$ cat src/hdl/ytc_pkg.sv
// Shared constants of the temporal clamp pipeline.
package ytc_pkg;

  // Port widths of a sample and of a packed prev/next pair.
  localparam int unsigned IN_W   = 16;
  localparam int unsigned PAIR_W = 2 * IN_W;

  // Default and largest sample width.
  localparam int unsigned SAMPLE_BITS_DEF = 16;
  localparam int unsigned SAMPLE_BITS_MAX = IN_W;

endpackage

$ cat src/hdl/yadif_temporal_clamp_pixel.sv
// Top level of the deinterlacer temporal clamp for one missing-line pixel.
//
// Usage:
//   Drive the eleven in_ sample fields and raise start for one cycle per
//   request. busy stays low, so a request is taken at every edge where
//   start is high: one pixel per clock, back to back without gaps.
//   Each request yields exactly one result on out_sample, marked by a
//   one-cycle out_valid strobe, once the request has passed every register stage.
//   The pipeline is four register stages: averages and absolute
//   differences, temporal bound and spatial terms, bound widening, clamp.
//   The receiver cannot stall: results leave on their strobe cycle.
//   cfg_we with cfg_wdata writes skip_spatial_check; write it only while
//   no request is in flight.
//   Synchronous active-low reset clears the valid bits of every stage and
//   the configuration register (spatial check enabled); requests in flight
//   at reset are dropped.
module yadif_temporal_clamp_pixel
  import ytc_pkg::*;
#(
  parameter int unsigned SAMPLE_BITS = SAMPLE_BITS_DEF
) (
  input  logic              clk,
  input  logic              rst_n,
  input  logic              start,
  output logic              busy,
  input  logic [IN_W-1:0]   in_prev2_above,
  input  logic [IN_W-1:0]   in_prev2_below,
  input  logic [PAIR_W-1:0] in_pair_two_above,
  input  logic [IN_W-1:0]   in_prev_at_line,
  input  logic [IN_W-1:0]   in_next_at_line,
  input  logic [PAIR_W-1:0] in_pair_two_below,
  input  logic [IN_W-1:0]   in_cur_above,
  input  logic [IN_W-1:0]   in_cur_below,
  input  logic [IN_W-1:0]   in_next2_above,
  input  logic [IN_W-1:0]   in_next2_below,
  input  logic [IN_W-1:0]   in_spatial_pred,
  output logic              out_valid,
  output logic [IN_W-1:0]   out_sample,
  input  logic              cfg_we,
  input  logic              cfg_wdata
);

  localparam int unsigned SB = SAMPLE_BITS;

  logic          skip_r;
  logic          accept;
  logic          s1_valid, s3_valid;
  logic [SB-1:0] s1_avg, s1_avg_a, s1_avg_b, s1_up, s1_dn, s1_pred;
  logic [SB-1:0] s1_t0, s1_d1, s1_d2, s1_d3, s1_d4;
  logic [SB-1:0] s3_avg, s3_bound, s3_pred;

  // Every stage advances each cycle, so requests are never held off.
  assign busy   = 1'b0;
  assign accept = start & ~busy;

  // Hold the configuration register.
  always_ff @(posedge clk) begin
    if (!rst_n) begin
      skip_r <= 1'b0;
    end else if (cfg_we) begin
      skip_r <= cfg_wdata;
    end
  end

  ytc_diff #(
    .SAMPLE_BITS(SAMPLE_BITS)
  ) u_diff (
    .clk           (clk),
    .rst_n         (rst_n),
    .in_valid      (accept),
    .prev2_above   (in_prev2_above),
    .prev2_below   (in_prev2_below),
    .pair_two_above(in_pair_two_above),
    .prev_at_line  (in_prev_at_line),
    .next_at_line  (in_next_at_line),
    .pair_two_below(in_pair_two_below),
    .cur_above     (in_cur_above),
    .cur_below     (in_cur_below),
    .next2_above   (in_next2_above),
    .next2_below   (in_next2_below),
    .spatial_pred  (in_spatial_pred),
    .s1_valid      (s1_valid),
    .s1_avg        (s1_avg),
    .s1_avg_a      (s1_avg_a),
    .s1_avg_b      (s1_avg_b),
    .s1_up         (s1_up),
    .s1_dn         (s1_dn),
    .s1_pred       (s1_pred),
    .s1_t0         (s1_t0),
    .s1_d1         (s1_d1),
    .s1_d2         (s1_d2),
    .s1_d3         (s1_d3),
    .s1_d4         (s1_d4)
  );

  ytc_bound #(
    .SAMPLE_BITS(SAMPLE_BITS)
  ) u_bound (
    .clk               (clk),
    .rst_n             (rst_n),
    .skip_spatial_check(skip_r),
    .s1_valid          (s1_valid),
    .s1_avg            (s1_avg),
    .s1_avg_a          (s1_avg_a),
    .s1_avg_b          (s1_avg_b),
    .s1_up             (s1_up),
    .s1_dn             (s1_dn),
    .s1_pred           (s1_pred),
    .s1_t0             (s1_t0),
    .s1_d1             (s1_d1),
    .s1_d2             (s1_d2),
    .s1_d3             (s1_d3),
    .s1_d4             (s1_d4),
    .s3_valid          (s3_valid),
    .s3_avg            (s3_avg),
    .s3_bound          (s3_bound),
    .s3_pred           (s3_pred)
  );

  ytc_clamp #(
    .SAMPLE_BITS(SAMPLE_BITS)
  ) u_clamp (
    .clk       (clk),
    .rst_n     (rst_n),
    .s3_valid  (s3_valid),
    .s3_avg    (s3_avg),
    .s3_bound  (s3_bound),
    .s3_pred   (s3_pred),
    .out_valid (out_valid),
    .out_sample(out_sample)
  );

  // A request whose prev, next and prediction agree must come out unchanged.
  logic flat_in;
  assign flat_in = (in_prev_at_line[SB-1:0] == in_next_at_line[SB-1:0]) &&
                   (in_spatial_pred[SB-1:0] == in_prev_at_line[SB-1:0]);

  // One strobe for every accepted request.
  a_strobe_follows_request: assert property (@(posedge clk) disable iff (!rst_n)
    ($past(rst_n, 1) && $past(rst_n, 2) && $past(rst_n, 3) && $past(rst_n, 4))
    |-> (out_valid == $past(accept, 4)))
    else $error("result strobe does not match request four cycles earlier");

  // The result never exceeds the sample range.
  a_result_in_range: assert property (@(posedge clk) disable iff (!rst_n)
    out_valid |-> ((out_sample >> SB) == '0))
    else $error("result above sample range");

  // A flat neighborhood passes the prediction straight through.
  a_flat_passthrough: assert property (@(posedge clk) disable iff (!rst_n)
    ($past(rst_n, 1) && $past(rst_n, 2) && $past(rst_n, 3) && $past(rst_n, 4) &&
     $past(accept, 4) && $past(flat_in, 4))
    |-> (out_sample[SB-1:0] == $past(in_spatial_pred[SB-1:0], 4)))
    else $error("flat neighborhood altered the prediction");

endmodule

$ cat src/hdl/ytc_diff.sv
// Stage one: mask the samples, form temporal averages and absolute differences.
module ytc_diff
  import ytc_pkg::*;
#(
  parameter int unsigned SAMPLE_BITS = SAMPLE_BITS_DEF
) (
  input  logic                   clk,
  input  logic                   rst_n,
  input  logic                   in_valid,
  input  logic [IN_W-1:0]        prev2_above,
  input  logic [IN_W-1:0]        prev2_below,
  input  logic [PAIR_W-1:0]      pair_two_above,
  input  logic [IN_W-1:0]        prev_at_line,
  input  logic [IN_W-1:0]        next_at_line,
  input  logic [PAIR_W-1:0]      pair_two_below,
  input  logic [IN_W-1:0]        cur_above,
  input  logic [IN_W-1:0]        cur_below,
  input  logic [IN_W-1:0]        next2_above,
  input  logic [IN_W-1:0]        next2_below,
  input  logic [IN_W-1:0]        spatial_pred,
  output logic                   s1_valid,
  output logic [SAMPLE_BITS-1:0] s1_avg,
  output logic [SAMPLE_BITS-1:0] s1_avg_a,
  output logic [SAMPLE_BITS-1:0] s1_avg_b,
  output logic [SAMPLE_BITS-1:0] s1_up,
  output logic [SAMPLE_BITS-1:0] s1_dn,
  output logic [SAMPLE_BITS-1:0] s1_pred,
  output logic [SAMPLE_BITS-1:0] s1_t0,
  output logic [SAMPLE_BITS-1:0] s1_d1,
  output logic [SAMPLE_BITS-1:0] s1_d2,
  output logic [SAMPLE_BITS-1:0] s1_d3,
  output logic [SAMPLE_BITS-1:0] s1_d4
);

  localparam int unsigned SB = SAMPLE_BITS;

  logic [SB-1:0] pv2a, pv2b, prv_2a, nxt_2a, prv, nxt, prv_2b, nxt_2b;
  logic [SB-1:0] up, dn, nx2a, nx2b, pred;
  logic [SB:0]   sum_c, sum_a, sum_b;

  logic          valid_r;
  logic [SB-1:0] avg_r, avg_a_r, avg_b_r, up_r, dn_r, pred_r;
  logic [SB-1:0] t0_r, d1_r, d2_r, d3_r, d4_r;
  logic [SB-1:0] avg_nxt, avg_a_nxt, avg_b_nxt, t0_nxt, d1_nxt, d2_nxt, d3_nxt, d4_nxt;

  function automatic logic [SB-1:0] absdiff(input logic [SB-1:0] a, input logic [SB-1:0] b);
    return (a > b) ? (a - b) : (b - a);
  endfunction

  // Keep only the low sample bits of every field and pair half.
  always_comb begin
    pv2a   = prev2_above[SB-1:0];
    pv2b   = prev2_below[SB-1:0];
    prv_2a = pair_two_above[SB-1:0];
    nxt_2a = pair_two_above[IN_W +: SB];
    prv    = prev_at_line[SB-1:0];
    nxt    = next_at_line[SB-1:0];
    prv_2b = pair_two_below[SB-1:0];
    nxt_2b = pair_two_below[IN_W +: SB];
    up     = cur_above[SB-1:0];
    dn     = cur_below[SB-1:0];
    nx2a   = next2_above[SB-1:0];
    nx2b   = next2_below[SB-1:0];
    pred   = spatial_pred[SB-1:0];
  end

  // Form averages and absolute differences.
  always_comb begin
    sum_c     = {1'b0, prv} + {1'b0, nxt};
    sum_a     = {1'b0, prv_2a} + {1'b0, nxt_2a};
    sum_b     = {1'b0, prv_2b} + {1'b0, nxt_2b};
    avg_nxt   = sum_c[SB:1];
    avg_a_nxt = sum_a[SB:1];
    avg_b_nxt = sum_b[SB:1];
    t0_nxt    = absdiff(prv, nxt);
    d1_nxt    = absdiff(pv2a, up);
    d2_nxt    = absdiff(pv2b, dn);
    d3_nxt    = absdiff(nx2a, up);
    d4_nxt    = absdiff(nx2b, dn);
  end

  // Advance the valid bit.
  always_ff @(posedge clk) begin
    if (!rst_n) begin
      valid_r <= 1'b0;
    end else begin
      valid_r <= in_valid;
    end
  end

  // Capture the stage payload.
  always_ff @(posedge clk) begin
    avg_r   <= avg_nxt;
    avg_a_r <= avg_a_nxt;
    avg_b_r <= avg_b_nxt;
    up_r    <= up;
    dn_r    <= dn;
    pred_r  <= pred;
    t0_r    <= t0_nxt;
    d1_r    <= d1_nxt;
    d2_r    <= d2_nxt;
    d3_r    <= d3_nxt;
    d4_r    <= d4_nxt;
  end

  assign s1_valid = valid_r;
  assign s1_avg   = avg_r;
  assign s1_avg_a = avg_a_r;
  assign s1_avg_b = avg_b_r;
  assign s1_up    = up_r;
  assign s1_dn    = dn_r;
  assign s1_pred  = pred_r;
  assign s1_t0    = t0_r;
  assign s1_d1    = d1_r;
  assign s1_d2    = d2_r;
  assign s1_d3    = d3_r;
  assign s1_d4    = d4_r;

endmodule

$ cat src/hdl/ytc_bound.sv
// Stages two and three: temporal bound and its spatial min/max widening.
module ytc_bound
  import ytc_pkg::*;
#(
  parameter int unsigned SAMPLE_BITS = SAMPLE_BITS_DEF
) (
  input  logic                   clk,
  input  logic                   rst_n,
  input  logic                   skip_spatial_check,
  input  logic                   s1_valid,
  input  logic [SAMPLE_BITS-1:0] s1_avg,
  input  logic [SAMPLE_BITS-1:0] s1_avg_a,
  input  logic [SAMPLE_BITS-1:0] s1_avg_b,
  input  logic [SAMPLE_BITS-1:0] s1_up,
  input  logic [SAMPLE_BITS-1:0] s1_dn,
  input  logic [SAMPLE_BITS-1:0] s1_pred,
  input  logic [SAMPLE_BITS-1:0] s1_t0,
  input  logic [SAMPLE_BITS-1:0] s1_d1,
  input  logic [SAMPLE_BITS-1:0] s1_d2,
  input  logic [SAMPLE_BITS-1:0] s1_d3,
  input  logic [SAMPLE_BITS-1:0] s1_d4,
  output logic                   s3_valid,
  output logic [SAMPLE_BITS-1:0] s3_avg,
  output logic [SAMPLE_BITS-1:0] s3_bound,
  output logic [SAMPLE_BITS-1:0] s3_pred
);

  localparam int unsigned SB = SAMPLE_BITS;
  localparam int unsigned SW = SAMPLE_BITS + 2;

  logic signed [SW-1:0] a_dn, a_up, aa_up, ab_dn, hi_nxt, lo_nxt;
  logic [SB:0]          sum1, sum2;
  logic [SB-1:0]        t0h, t1, t2, tb_nxt;

  logic                 v2_r;
  logic [SB-1:0]        tb_r, avg2_r, pred2_r;
  logic signed [SW-1:0] hi_r, lo_r;

  logic signed [SW-1:0] tb_s, neg_hi, wide;
  logic [SB-1:0]        bound_nxt;
  logic                 v3_r;
  logic [SB-1:0]        bound_r, avg3_r, pred3_r;

  function automatic logic signed [SW-1:0] sx(input logic [SB-1:0] a);
    return $signed({2'b00, a});
  endfunction

  function automatic logic signed [SW-1:0] smax(input logic signed [SW-1:0] a,
                                                input logic signed [SW-1:0] b);
    return (a > b) ? a : b;
  endfunction

  function automatic logic signed [SW-1:0] smin(input logic signed [SW-1:0] a,
                                                input logic signed [SW-1:0] b);
    return (a < b) ? a : b;
  endfunction

  // Stage two: temporal bound and spatial min/max terms.
  always_comb begin
    sum1   = {1'b0, s1_d1} + {1'b0, s1_d2};
    sum2   = {1'b0, s1_d3} + {1'b0, s1_d4};
    t0h    = s1_t0 >> 1;
    t1     = sum1[SB:1];
    t2     = sum2[SB:1];
    tb_nxt = t0h;
    if (t1 > tb_nxt) begin
      tb_nxt = t1;
    end
    if (t2 > tb_nxt) begin
      tb_nxt = t2;
    end
    a_dn   = sx(s1_avg) - sx(s1_dn);
    a_up   = sx(s1_avg) - sx(s1_up);
    aa_up  = sx(s1_avg_a) - sx(s1_up);
    ab_dn  = sx(s1_avg_b) - sx(s1_dn);
    hi_nxt = smax(smax(a_dn, a_up), smin(aa_up, ab_dn));
    lo_nxt = smin(smin(a_dn, a_up), smax(aa_up, ab_dn));
  end

  // Advance the valid bits of stages two and three.
  always_ff @(posedge clk) begin
    if (!rst_n) begin
      v2_r <= 1'b0;
      v3_r <= 1'b0;
    end else begin
      v2_r <= s1_valid;
      v3_r <= v2_r;
    end
  end

  // Capture the stage two payload.
  always_ff @(posedge clk) begin
    tb_r    <= tb_nxt;
    hi_r    <= hi_nxt;
    lo_r    <= lo_nxt;
    avg2_r  <= s1_avg;
    pred2_r <= s1_pred;
  end

  // Stage three: widen the bound unless the spatial check is skipped.
  always_comb begin
    tb_s   = sx(tb_r);
    neg_hi = -hi_r;
    wide   = smax(smax(tb_s, lo_r), neg_hi);
    if (skip_spatial_check) begin
      bound_nxt = tb_r;
    end else begin
      bound_nxt = wide[SB-1:0];
    end
  end

  // Capture the stage three payload.
  always_ff @(posedge clk) begin
    bound_r <= bound_nxt;
    avg3_r  <= avg2_r;
    pred3_r <= pred2_r;
  end

  assign s3_valid = v3_r;
  assign s3_avg   = avg3_r;
  assign s3_bound = bound_r;
  assign s3_pred  = pred3_r;

endmodule

$ cat src/hdl/ytc_clamp.sv
// Stage four: clamp the spatial prediction into the average plus or minus the bound.
module ytc_clamp
  import ytc_pkg::*;
#(
  parameter int unsigned SAMPLE_BITS = SAMPLE_BITS_DEF
) (
  input  logic                   clk,
  input  logic                   rst_n,
  input  logic                   s3_valid,
  input  logic [SAMPLE_BITS-1:0] s3_avg,
  input  logic [SAMPLE_BITS-1:0] s3_bound,
  input  logic [SAMPLE_BITS-1:0] s3_pred,
  output logic                   out_valid,
  output logic [IN_W-1:0]        out_sample
);

  localparam int unsigned SB = SAMPLE_BITS;
  localparam int unsigned SW = SAMPLE_BITS + 2;

  logic [SB:0]          upper;
  logic signed [SW-1:0] lower, pred_s;
  logic [SB-1:0]        res_nxt;
  logic                 valid_r;
  logic [SB-1:0]        res_r;

  // Compare the prediction against both limits.
  always_comb begin
    upper  = {1'b0, s3_avg} + {1'b0, s3_bound};
    lower  = $signed({2'b00, s3_avg}) - $signed({2'b00, s3_bound});
    pred_s = $signed({2'b00, s3_pred});
    priority if ({1'b0, s3_pred} > upper) begin
      res_nxt = upper[SB-1:0];
    end else if (pred_s < lower) begin
      res_nxt = lower[SB-1:0];
    end else begin
      res_nxt = s3_pred;
    end
  end

  // Advance the output strobe.
  always_ff @(posedge clk) begin
    if (!rst_n) begin
      valid_r <= 1'b0;
    end else begin
      valid_r <= s3_valid;
    end
  end

  // Hold the result for its strobe cycle.
  always_ff @(posedge clk) begin
    res_r <= res_nxt;
  end

  assign out_valid  = valid_r;
  assign out_sample = IN_W'(res_r);

endmodule

$ cat config.mk
export PLATFORM = sky130hd
export DESIGN_NAME = yadif_temporal_clamp_pixel
export DESIGN_NICKNAME = d
export VERILOG_FILES = /design/src/hdl/ytc_pkg.sv /design/src/hdl/yadif_temporal_clamp_pixel.sv /design/src/hdl/ytc_diff.sv /design/src/hdl/ytc_bound.sv /design/src/hdl/ytc_clamp.sv
export SDC_FILE = /design/constraint.sdc
export NUM_CORES = 1
export LEC_CHECK = 0
export BUFFER_PORTS_ARGS = -buffer_cell sky130_fd_sc_hd__buf_2
export CORE_MARGIN = 4
export CORE_UTILIZATION = 40
export CTS_BUF_LIST = sky130_fd_sc_hd__clkbuf_8 sky130_fd_sc_hd__clkbuf_16
export CTS_CLUSTER_DIAMETER = 100
export DETAILED_ROUTE_END_ITERATION = 10
export SLEW_MARGIN = 20
export SYNTH_ARGS = -nofsm -noshare
export SYNTH_HDL_FRONTEND = slang
export SYNTH_HIERARCHICAL = 1
export SYNTH_SLANG_ARGS = --single-unit
export TNS_END_PERCENT = 10
$ cat constraint.sdc
create_clock -name clk -period 8.8 [get_ports clk]
set_input_delay 0.44 -clock clk [delete_from_list [all_inputs] [get_ports clk]]
set_output_delay 0.44 -clock clk [all_outputs]
set_load 0.02 [all_outputs]
### Word level (Yosys, flattened, before mapping)

Cells that the tools add are included.

* $lt $le $gt $ge: 17
* add/subtract/negate cells: 22
* multiplexer cells: 18

Operators with widths (count)
* two-way mux 16 bit: 11
* subtractor 16 bit: 10
* two-way mux 18 bit: 7
* adder 16 x 16 -> 17 bit: 6
* greater-than comparator 16 bit: 6
* subtractor 16 x 16 -> 17 bit: 5
* greater-than comparator 18 bit: 4
* less-than comparator 18 bit: 3
* greater-than comparator 17 x 18 -> 1 bit: 1
* less-than comparator 17 x 18 -> 1 bit: 1
* negation 18 bit: 1
* greater-than comparator 16 x 17 -> 1 bit: 1
* greater-than comparator 16 x 15 -> 1 bit: 1

* logic and storage cells: 82
* output and inout bits: 18
* flip-flop bits (word level): 329

### Logic depth before layout (Yosys ltp)

* word-level depth: 5
* gate-level depth with buffers: 35
* gate-level depth less buffers: 32

### By module

Netlist, hierarchy kept.

By module, submodules not included
* ytc_diff: cells an instance 1486, seq. area each 3543.4 µm², area an instance 12951.2 µm², times used 1
* ytc_bound: cells an instance 1486, seq. area each 2642.5 µm², area an instance 12589.6 µm², times used 1
* ytc_clamp: cells an instance 386, seq. area each 340.3 µm², area an instance 3007.9 µm², times used 1
* yadif_temporal_clamp_pixel: cells an instance 5, seq. area each 20.0 µm², area an instance 47.5 µm², times used 1

### Least setup slack after synthesis

No wires, ideal clock.

* path type: register -> register
* start: register u_diff.avg_r[0], in the netlist u_diff/s1_avg[0]
* end: register u_bound.hi_r[6]
* path slack: 2188 ps
* path buffers: 3
* stages on the path, launching flop included: 33
* data required time: 8678 ps
* period minus slack after synthesis: 6612 ps
* arrival: 6490 ps
* cells stage by stage: dfxtp_1 inv_1 ha_1 inv_1 fa_1 a211oi_1 o21a_1 o21bai_1 a21oi_1 o21bai_1 a21oi_1 xnor2_1 inv_1 ha_1 a211o_1 o32a_1 maj3_2 a2111oi_4 nor2_4 and2_4 buf_6 buf_6 o21ai_1 ha_1 a21o_1 a21oi_1 o221ai_1 a221oi_1 o221ai_1 a31oi_1 inv_1 clkbuf_1 a311o_1

* longest elaborated chain between the ends: 5
* elaborated cells between the ends (all ways): 6

RTL lines
* start: declaration: line ytc_diff.sv:42 `logic [SB-1:0] avg_r, avg_a_r, avg_b_r, up_r, dn_r, pred_r;`
* start signal: assignment: line ytc_diff.sv:93 `avg_r <= avg_nxt;`
* subtractor 16 x 16 -> 17 bit (on tied branches): line ytc_bound.sv:72, ytc_bound.sv:73
* greater-than comparator 18 bit: line ytc_bound.sv:50 `return (a > b) ? a : b;`
* two-way mux 18 bit *: line ytc_bound.sv:50
* greater-than comparator 18 bit: line ytc_bound.sv:50
* two-way mux 18 bit *: line ytc_bound.sv:50
* net u_bound.hi_nxt[6]: line ytc_bound.sv:31 `logic signed [SW-1:0] a_dn, a_up, aa_up, ab_dn, hi_nxt, lo_nxt;`
* end signal: assignment: line ytc_bound.sv:94 `hi_r <= hi_nxt;`
* end: declaration: line ytc_bound.sv:37 `logic signed [SW-1:0] hi_r, lo_r;`

The timed path passes the listed nets; every way through them passes the cells marked *.
A chain may end at the register's enable or synchronous reset.

### Worst setup path after layout

* start: register u_diff.dn_r[1], in the netlist u_diff/s1_dn[1]
* end: register u_bound.lo_r[15]

* longest elaborated chain between the ends: 5
* elaborated cells between the ends (all ways): 8

RTL lines
* start: declaration: line ytc_diff.sv:42
* start signal: assignment: line ytc_diff.sv:97 `dn_r <= dn;`
* subtractor 16 x 16 -> 17 bit (on tied branches): line ytc_bound.sv:72, ytc_bound.sv:75
* less-than comparator 18 bit / greater-than comparator 18 bit (equally long branches): line ytc_bound.sv:55, ytc_bound.sv:50
* two-way mux 18 bit (on tied branches): line ytc_bound.sv:55, ytc_bound.sv:50
* less-than comparator 18 bit: line ytc_bound.sv:55 `return (a < b) ? a : b;`
* two-way mux 18 bit *: line ytc_bound.sv:55
* net u_bound.lo_nxt[15]: line ytc_bound.sv:31
* end signal: assignment: line ytc_bound.sv:95 `lo_r <= lo_nxt;`
* end: declaration: line ytc_bound.sv:37

Marked as above.

==> flow_summary.yaml <==
outcome:
  status: "finished clean"
synth:
  syn_area_mm2: 0.02858
  syn_inst: 3362
  synth.net_count: 4086
  yosysWarnings: 6
  syn_avg_cell_area_um2: 8.500
worst_setup_path:
  cp.arrival_ns: 8.12
  startpoint_type: "flop"
  r2r-start: "u_diff/s1_dn[1]"
  reg2reg_setup_slack_ns: 1.09
  endpoint: "u_bound/lo_r[15]"
  r2r_cells: 30
  path_class: "flop to flop"
  cp.required_ns: 9.21
  r2r_end: "u_bound/lo_r[15]"
  critPathBufInv: 3
  cp_num_cells: 30
  cp_slowest_cell: "and2_1"
  max_stage_delay_ns: 0.58
  cpLargestDelayFamily: "compound AO/OA/AOI/OAI gates"
  crit_fanout: 21
  startpoint: "u_diff/s1_dn[1]"
  cp-end-kind: "flop"
clocking:
  clockBufferDepth: 3
  cts.clk_slew.worst_paths_ns: 0.06
  ctsResizeCount: 0
  cts_tree: "done"
  clock_sinks: 326
  ctsRootBufferMaster: "clkbuf_16"
  cts_buffers: 37
  cts_setup_buffers: 0
  htreeDepth: 2
  clk_latency_ns: 0.55
route:
  drt-initial-drc-count: 1937
  drt-pass1-iter-count: 6
  viasPerCell: 5.396
  ant_nets: 0
  wire_per_inst_um: 19.34
  routed_wl_um: 87610
  vias: 24440
  drc: 0
grt:
  overflow: 0
  grt_pass1_vias: 23390
  grt_max_degree: 35
  grt_pass1_wl_um: 132300
  track_usage_pct: 22.36
  antenna_found_initial: 3
pwr:
  p_leak_nw: 15.82
  ir_drop_mv: 0.3584
  p_per_area_mw_per_mm2: 404.3
die:
  die_w_um: 275.3
  rows: 97
  core_mm2: 0.07039
  initial_core_util_pct: 40.60
  io_pins: 231
  die_y_um: 275.3
  die_area_mm2: 0.07578
cells_and_area:
  syn2layout_area_growth_pct: 11.38
  layout.nets: 4285
  drive_above_1_share_pct: 11.79
  top_regs: "u_bound/hi_r (17), u_bound/lo_r (17)"
  n_antenna_cell: 0
worst_hold_path:
  hp-class: "input pin to flop"
  hold_path_depth: 1
timing:
  slew_headroom_pct: 21.79
  slew_viol_final: 0
  skew_ns: 0.02633
  fin_crit_sh_pct: 87.56
  tns_ns: 0
  fin_crit_ns: 7.706
  rsz0062_at_grt: "no"
  setup_viol: 0
  hold_viol_final: 0
  holdWs_ns: 0.05195
  worst_pin_slew_ns: 1.161
  clock.fmax_ghz: 0.1298
run:
  drv_cap: 0
placement:
  globalplace.congestion: 0.9488
  io_buffer_count: 229
  hpwl_um: 74440
## report_power, final
group	internal (W)	switching [W]
combinational	0.00376	0.00532
sequential	0.00197	0.000351
clock	0.000845	0.000625
total	0.00657	0.00630
## repair_timing
action                                 in CTS  in global routing
endpoints found under the hold margin      16                  0
hold buffers                               16                  0
setup endpoints to repair                   0                  0
## through the flow
stage | worst slack (ns) | area, um2 | total power, W | instances | utilization (%)
3_3_place_gp | 1.325 | 30470 | 0.01122 | 4446 | 43.29
4_1_cts | 1.157 | 31810 | 0.01278 | 4529 | 45.19
3_5_place_dp | 1.217 | 30470 | 0.01123 | 4446 | 43.29
5_1_grt | 0.4363 | 31830 | 0.01400 | 4529 | 45.22
2_1_floorplan | 2.188 | 28580 | 0.008982 | 3362 | -
6_report | 1.094 | 31830 | 0.01287 | 4529 | 45.22
## layer usage
metal  routed length, um  GRT usage, %  up-vias
met3                4678         2.608      105
met1               39070         29.34    11380
met5                  13             0        -
met2               41810         39.21      662
met4                2033         5.525        2
li1                    -             -    12290
## layout by cell type (no fill, tap or decap), types with 14 or more instances in the layout
cell,instances
ha_1,490
inv_1,370
dfxtp_1,326
a21oi_1,237
buf_2,229
nor2_1,216
o21ai_0,161
nand2_1,154
xnor2_1,154
mux2i_1,138
a21o_1,120
xor2_1,71
nand3_1,62
nor3_1,61
o21a_1,54
nand4_1,49
nor2b_1,45
nand2b_1,45
o21bai_1,39
clkbuf_16,38
a31oi_1,38
o21ai_1,32
and2_1,29
mux2_2,28
o211ai_1,22
a211oi_1,21
or2_2,21
fa_1,21
or3_1,19
a211o_1,19
dlygate4sd3_1,16
a31o_2,14
## worst min path at each step
stage	startpoint	end
floorplan	u_diff/s1_pred[0]	u_bound/pred2_r[0]
CTS	in_cur_above[15]	u_diff/s1_up[15]
detailed placement	u_diff/s1_pred[5]	u_bound/pred2_r[5]
finish	in_cur_above[15]	u_diff/s1_up[15]
global route	in_cur_above[15]	u_diff/s1_up[15]
global placement	u_bound/pred2_r[5]	u_bound/s3_pred[5]
## cell type report
class | instances | area, um2
timing repair buffer | 255 | 1381
fill | 7031 | 38560
sequential | 326 | 6526
tap | 940 | 1176
inverter | 367 | 1378
clock buffer | 44 | 1033
clock inverter | 23 | 143.9
multi-input combinational | 2574 | 20190
(Power assumes the default switching activity.)
